<file path="config.mk">
export PLATFORM = sky130hd
export DESIGN_NAME = dru_div_stage
export DESIGN_NICKNAME = d
export VERILOG_FILES = /design/src/dru_pkg.sv /design/src/dru_div_stage.sv
export SDC_FILE = /design/constraint.sdc
export NUM_CORES = 1
export LEC_CHECK = 0
export ABC_AREA = 1
export BUFFER_PORTS_ARGS = -buffer_cell sky130_fd_sc_hd__buf_2
export CORE_AREA = 2 2 267 269
export CTS_CLUSTER_SIZE = 16
export DETAILED_ROUTE_END_ITERATION = 8
export DIE_AREA = 0 0 269 271
export GPL_TIMING_DRIVEN = 0
export PLACE_DENSITY = 0.56
export SLEW_MARGIN = 15
export SYNTH_ARGS = -nofsm -noshare
export SYNTH_HDL_FRONTEND = slang
export SYNTH_SLANG_ARGS = --single-unit
</file>
<file path="constraint.sdc">
create_clock -name aclk -period 14.5 [get_ports aclk]
set_input_delay 0.725 -clock aclk [delete_from_list [all_inputs] [get_ports aclk]]
set_output_delay 0.725 -clock aclk [all_outputs]
set_load 0.03 [all_outputs]
</file>
<file path="src/dru_pkg.sv">
`default_nettype none

package dru_pkg;

    localparam int TARGET_BITS_DEF    = 256;
    localparam int DIV_BITS_PER_STAGE = 4;

    localparam int CFG_IDX_W = 3;
    localparam int CFG_DAT_W = 64;
    localparam int DIVR_W    = 32;
    localparam int SPAN_W    = 34;
    localparam int MANT_W    = 23;
    localparam int SHIFT_W   = 11;
    localparam int PROD_W    = MANT_W + SPAN_W;

    localparam logic [31:0] TIMESPAN_RST   = 32'd302400;
    localparam logic [63:0] LIMIT_TOP_RST  = 64'h0000_0FFF_FFFF_FFFF;
    localparam logic [63:0] LIMIT_LOW_RST  = 64'hFFFF_FFFF_FFFF_FFFF;

    typedef enum logic [CFG_IDX_W-1:0] {
        CFG_NO_RETARGET = 3'd0,
        CFG_TIMESPAN    = 3'd1,
        CFG_LIMIT3      = 3'd2,
        CFG_LIMIT2      = 3'd3,
        CFG_LIMIT1      = 3'd4,
        CFG_LIMIT0      = 3'd5
    } cfg_idx_t;

    // sideband that travels with each request
    typedef struct packed {
        logic        halve;
        logic [31:0] last_bits;
    } side_t;

endpackage

`default_nettype wire

</file>
<file path="src/dru_div_stage.sv">
`default_nettype none

module dru_div_stage #(
    parameter int PW  = 256,
    parameter int BPS = dru_pkg::DIV_BITS_PER_STAGE
) (
    input  wire logic                       aclk,
    input  wire logic                       aresetn,
    input  wire logic                       advance,
    input  wire logic [dru_pkg::DIVR_W-1:0] divisor,
    input  wire logic                       in_valid,
    input  wire dru_pkg::side_t             in_side,
    input  wire logic [dru_pkg::DIVR_W-1:0] in_rem,
    input  wire logic [PW-1:0]              in_work,
    output logic                            out_valid,
    output dru_pkg::side_t                  out_side,
    output logic [dru_pkg::DIVR_W-1:0]      out_rem,
    output logic [PW-1:0]                   out_work
);

    logic                       valid_reg;
    dru_pkg::side_t             side_reg;
    logic [dru_pkg::DIVR_W-1:0] rem_reg, rem_next;
    logic [PW-1:0]              work_reg, work_next;

    // restoring division, dividend bits shift out the top, quotient bits in at the bottom
    always_comb begin
        logic [dru_pkg::DIVR_W:0] cur;
        logic                     ge;
        rem_next  = in_rem;
        work_next = in_work;
        for (int k = 0; k < BPS; k++) begin
            cur = {rem_next, work_next[PW-1]};
            ge  = (cur >= {1'b0, divisor});
            if (ge) begin
                rem_next = dru_pkg::DIVR_W'(cur - {1'b0, divisor});
            end else begin
                rem_next = cur[dru_pkg::DIVR_W-1:0];
            end
            work_next = {work_next[PW-2:0], ge};
        end
    end

    always_ff @(posedge aclk) begin
        if (!aresetn) begin
            valid_reg <= 1'b0;
        end else if (advance) begin
            valid_reg <= in_valid;
        end
    end

    always_ff @(posedge aclk) begin
        if (advance) begin
            side_reg <= in_side;
            rem_reg  <= rem_next;
            work_reg <= work_next;
        end
    end

    assign out_valid = valid_reg;
    assign out_side  = side_reg;
    assign out_rem   = rem_reg;
    assign out_work  = work_reg;

endmodule

`default_nettype wire

</file>
**Yosys cells after proc, flatten, opt, wreduce, memory -nomap -nowiden**

Cells that the tools add are included.

- $add $sub $neg: 4
- Order comparisons: 4
- Multiplexer cells: 4

Operator list:

| cell | number |
|---|---|
| 33-bit by 32-bit greater-or-equal comparator with 1-bit output | 4 |
| 32-bit two-way mux | 4 |
| 32-bit subtractor | 4 |

- Register bits: 322
- Input bits: 357
- Output and inout bits: 322
- Word-level logic and storage cells: 17

**Logic depth before layout (Yosys ltp)**

- Depth in word-level cells: 8
- Depth in mapped cells: 64
- Mapped depth without buffers: 62

**Worst setup path before layout**

OpenSTA, ideal clock, no wires.

- Kind: input to register
- Start: input port divisor[7] (netlist bit)
- End: register rem_reg, in the netlist out_rem[23] (data pin)
- Setup time: 0.253 ns
- Arrival: 7.769 ns
- Data required time: 14.247 ns
- Setup slack: 6.478 ns
- Cell stages on the path: 57
- Buffers on the path: 5
- Cells stage by stage: inv_1 -> ha_1 -> nand2_1 -> inv_1 -> a21oi_1 -> nand2_1 -> nand2_1 -> nand2_1 -> nand2_1 -> nand4_4 -> inv_2 -> clkbuf_1 -> o21ai_0 -> ha_1 -> a21oi_1 -> o21ai_0 -> a21oi_1 -> nand2_1 -> [21 not listed] -> nand2_1 -> nand2_1 -> ha_1 -> a21oi_1 -> nand2_1 -> a21oi_1 -> o21ai_0 -> nand2_1 -> nand2_1 -> nand4_1 -> nand4_1 -> nand2_1 -> nand2_1 -> inv_1 -> nand3_4 -> buf_6 -> nand2_1 -> nand2_1

- Cells in the longest elaborated chain, start to end: 8
- Elaborated cells on any way between the ends: 12
- Those cells by class: add/sub (4); order compare (4); mux (4)

RTL lines:

| item | RTL line | RTL |
|---|---|---|
| from (decl) | dru_div_stage.sv:10 | `input wire logic [dru_pkg::DIVR_W-1:0] divisor,` |
| 32-bit subtractor or 33-bit by 32-bit greater-or-equal comparator with 1-bit output (tied branches) | dru_div_stage.sv:36, dru_div_stage.sv:34 |  |
| 32-bit two-way mux | dru_div_stage.sv:35 | `if (ge) begin` |
| 32-bit subtractor or 33-bit by 32-bit greater-or-equal comparator with 1-bit output (tied branches) | dru_div_stage.sv:36, dru_div_stage.sv:34 |  |
| 32-bit two-way mux | dru_div_stage.sv:35 |  |
| 32-bit subtractor or 33-bit by 32-bit greater-or-equal comparator with 1-bit output (tied branches) | dru_div_stage.sv:36, dru_div_stage.sv:34 |  |
| 32-bit two-way mux | dru_div_stage.sv:35 |  |
| 32-bit subtractor or 33-bit by 32-bit greater-or-equal comparator with 1-bit output (tied branches) | dru_div_stage.sv:36, dru_div_stage.sv:34 |  |
| 32-bit two-way mux (*) | dru_div_stage.sv:35 |  |
| via rem_next (one bit) | dru_div_stage.sv:23 | `logic [dru_pkg::DIVR_W-1:0] rem_reg, rem_next;` |
| to (signal assigned) | dru_div_stage.sv:55 | `rem_reg <= rem_next;` |
| to (decl) | dru_div_stage.sv:23 |  |

Mark *: on every way through the listed nets, which the timed path passes. The rest lies on a longest branch.
A chain may end at the register's enable or synchronous reset.

**Worst setup path in the final report**

- Start: input port divisor[8] (netlist bit)
- End: register rem_reg, in the netlist out_rem[25] (data pin)

The elaborated chain is that of the path after synthesis.

==> results.py <==
metrics = {
    "status": {
        "outcome": "finished, final reports clean",
    },
    "floorplanning": {
        "fp.coreArea_sq_mm": 0.0698,
        "fp.dieArea_sq_mm": 0.0729,
        "num_rows": 97,
        "start_util": 0.274,
        "io_pins": 679,
        "die_x_microns": 269,
        "die_h_microns": 271,
    },
    "route": {
        "drt-total-wl_microns": 95300,
        "wl_per_cell_microns": 25.0,
        "ant_nets": 0,
        "drc": 0,
        "firstDrtPassIters": 5,
        "via_count": 18500,
        "drtIter0Drc": 1756,
        "viasPerCell": 4.85,
    },
    "placement": {
        "portBuffers": 678,
        "gp_congestion": 0.958,
        "dp_hpwl_microns": 80500,
        "place_area_sq_mm": 0.0238,
    },
    "clock_network": {
        "cts.reportedPaths.clkPinSlew_ps": 60,
        "postCtsSetupBuffers": 0,
        "cts_root_buf": "clkbuf_16",
        "cts_max_path_buffers": 3,
        "postCtsResizedCells": 0,
        "hold_buffers": 0,
        "clkSinkCount": 322,
        "htreeDepth": 2,
        "cts_buffers": 39,
        "clk-insertion-delay-late_ps": 590,
        "tritoncts": "done",
    },
    "worst_setup_path": {
        "endpoint_kind": "register",
        "slowest_stage": "clkbuf_1",
        "crit_top_cell": "nand2_1",
        "crit_required_ps": 14840,
        "crit_arrival_ps": 11420,
        "crit_fanout": 10,
        "crit_path_start_kind": "primary input",
        "slowest_delay_ps": 570,
        "path_class": "in2reg",
    },
    "sta": {
        "tns_ps": 0,
        "final.period_utilization": 0.764,
        "hold_viol_final": 0,
        "relSlewSlack": 0.528,
        "clock_skew_ps": 0,
        "worst_pin_slew_ps": 708,
        "rsz0062_at_grt": "no",
        "fmax_mhz": 90.3,
        "layout_min_cycle_time_ps": 11080,
        "maxSlewViolCount": 0,
        "setup-violations-final": 0,
    },
    "cells_and_area": {
        "drive_above_1_share": 0.281,
        "final_cell_mix": "buf_2 (691), nand2_1 (635), edfxtp_1 (321)",
        "final_common_cell": "buf_2",
        "final_area_sq_mm": 0.0251,
        "syn2layout_area_growth_pct": 31.2,
        "fin_nets": 3323,
    },
    "global_route": {
        "grt_pass1_vias": 17400,
        "grt_max_degree": 102,
        "grt_pass1_wl_microns": 129000,
        "grt_use_total": 0.252,
        "grt_overflow": 0,
        "antenna_found_initial": 25,
    },
    "power": {
        "p_leak_uw": 0.0119,
        "power_density_mw_per_mm2": 213,
        "peakVddDrop_mv": 0.104,
    },
    "synth": {
        "dominantRegCellSynth": "edfxtp_1",
        "synth.area.top_cells": "edfxtp_1 (50%), nand2_1 (12%), ha_1 (8.4%), inv_1 (4.5%), nand3_1 (3.9%)",
        "synth_edf_count": 321,
        "yosys.area.top_type": "edfxtp_1",
        "synth_cell_types": 52,
        "synth.area.mux_share": 0,
        "synthArstFlopShare": 0,
        "ys_seq_elements": 322,
        "synth_top_family_by_area": "simple AND/OR/NAND/NOR gates",
        "yosysTopAreaCellShare": 0.504,
        "syn_area_sq_mm": 0.0191,
        "postSynthAreaPerCell_sq_um": 9.06,
        "syn_nets": 2601,
        "synth-simple-area-share": 0.223,
        "synth-xor-area-share": 0.0444,
        "synthAdderAreaFrac": 0.0878,
        "synth_warnings": 0,
        "synth_cells": 2112,
        "synth_compound_area_frac": 0.0831,
        "ys_seq_area_frac": 0.505,
    },
    "worst_hold_path": {
        "hold_class": "in2reg",
    },
    "run": {
        "drv_cap": 0,
    },
}
[worst paths after layout]
path                startpoint       endpoint  slack, ps  depth (start not counted)
setup / recovery    divisor[8]    out_rem[25]       3420                         56
hold / removal    in_work[129]  out_work[133]        300                          1
setup reg to reg     out_valid      out_valid      13860                          2
hold reg to reg      out_valid      out_valid        540                          2
[report_power, final]
part	total (uW)	switching (uW)	leakage, uW	internal [uW]
sequential	1270	38.4	0.00315	1230
combinational	3060	2090	0.00816	966
clock	1010	437	0.000618	575
[routing by layer]
layer  vias up  wire [microns]  track usage
li1       8663               -            -
met1      8875           43200        0.360
met2       813           39900        0.373
met3       121            8890       0.0593
met4        14            3250       0.0825
met5         -              79      0.00135
[Yosys cell counts (all sizes together) (5+ instances only)]
master  count
a21o       13
nor2      136
ha        128
nand4      20
nor4       11
o211ai      5
nor3       21
buf        26
o21bai     14
nand3b     10
nand2     644
xnor2      43
nand3     154
a21oi     129
o21ai      92
xor2       54
inv       243
edfxtp    321
a31oi      13
[cells by family (layout without fill, tap and decap cells)]
| kind of cell | after synthesis | count (layout) |
|---|---|---|
| and+or+nand+nor | 1004 | 1004 |
| DFF | 322 | 322 |
| AOI/OAI and AO/OA | 284 | 284 |
| buffers and inverters | 273 | 1024 |
| adders and majority gates | 132 | 132 |
| xor gates and xnor gates | 97 | 97 |
| other | 0 | 10 |
[per-stage QoR]
step	utilization	cells	total power (uW)	hold WS (ps)	worst slack [ps]
floorplan	-	2112	3380	655	6480
global placement	0.340	3730	4320	526	3080
detailed placement	0.341	3733	4310	538	3080
CTS	0.359	3803	5340	266	3680
global route	0.360	3808	5730	274	2870
finish	0.360	3813	5340	299	3420
[critical path: cells and delay by family]
family / cells / cell delay [ps]
AO/OA/AOI/OAI: 13 / 3180
XOR/XNOR: 1 / 70
adder cells (fa/ha/maj): 4 / 1510
buffers and inverters: 9 / 2520
AND/OR/NAND/NOR: 29 / 3350
[layout make-up]
class | count | area (sq um)
fillers | 7337 | 44700
flip-flops and latches | 322 | 9660
multi-input cells | 1517 | 8390
repair buffers | 681 | 3490
well taps | 940 | 1180
clock buffers | 46 | 1000
inverters | 243 | 912
clock inverters | 24 | 278
plain buffers | 30 | 183
diodes | 10 | 25.0
[state kept, by name, summed over array words and instances (netlist names)]
signal	count
out_rem	32
out_work	256
out_valid	1
out_side	33
Note: power is estimated with default switching activity, not from simulation.
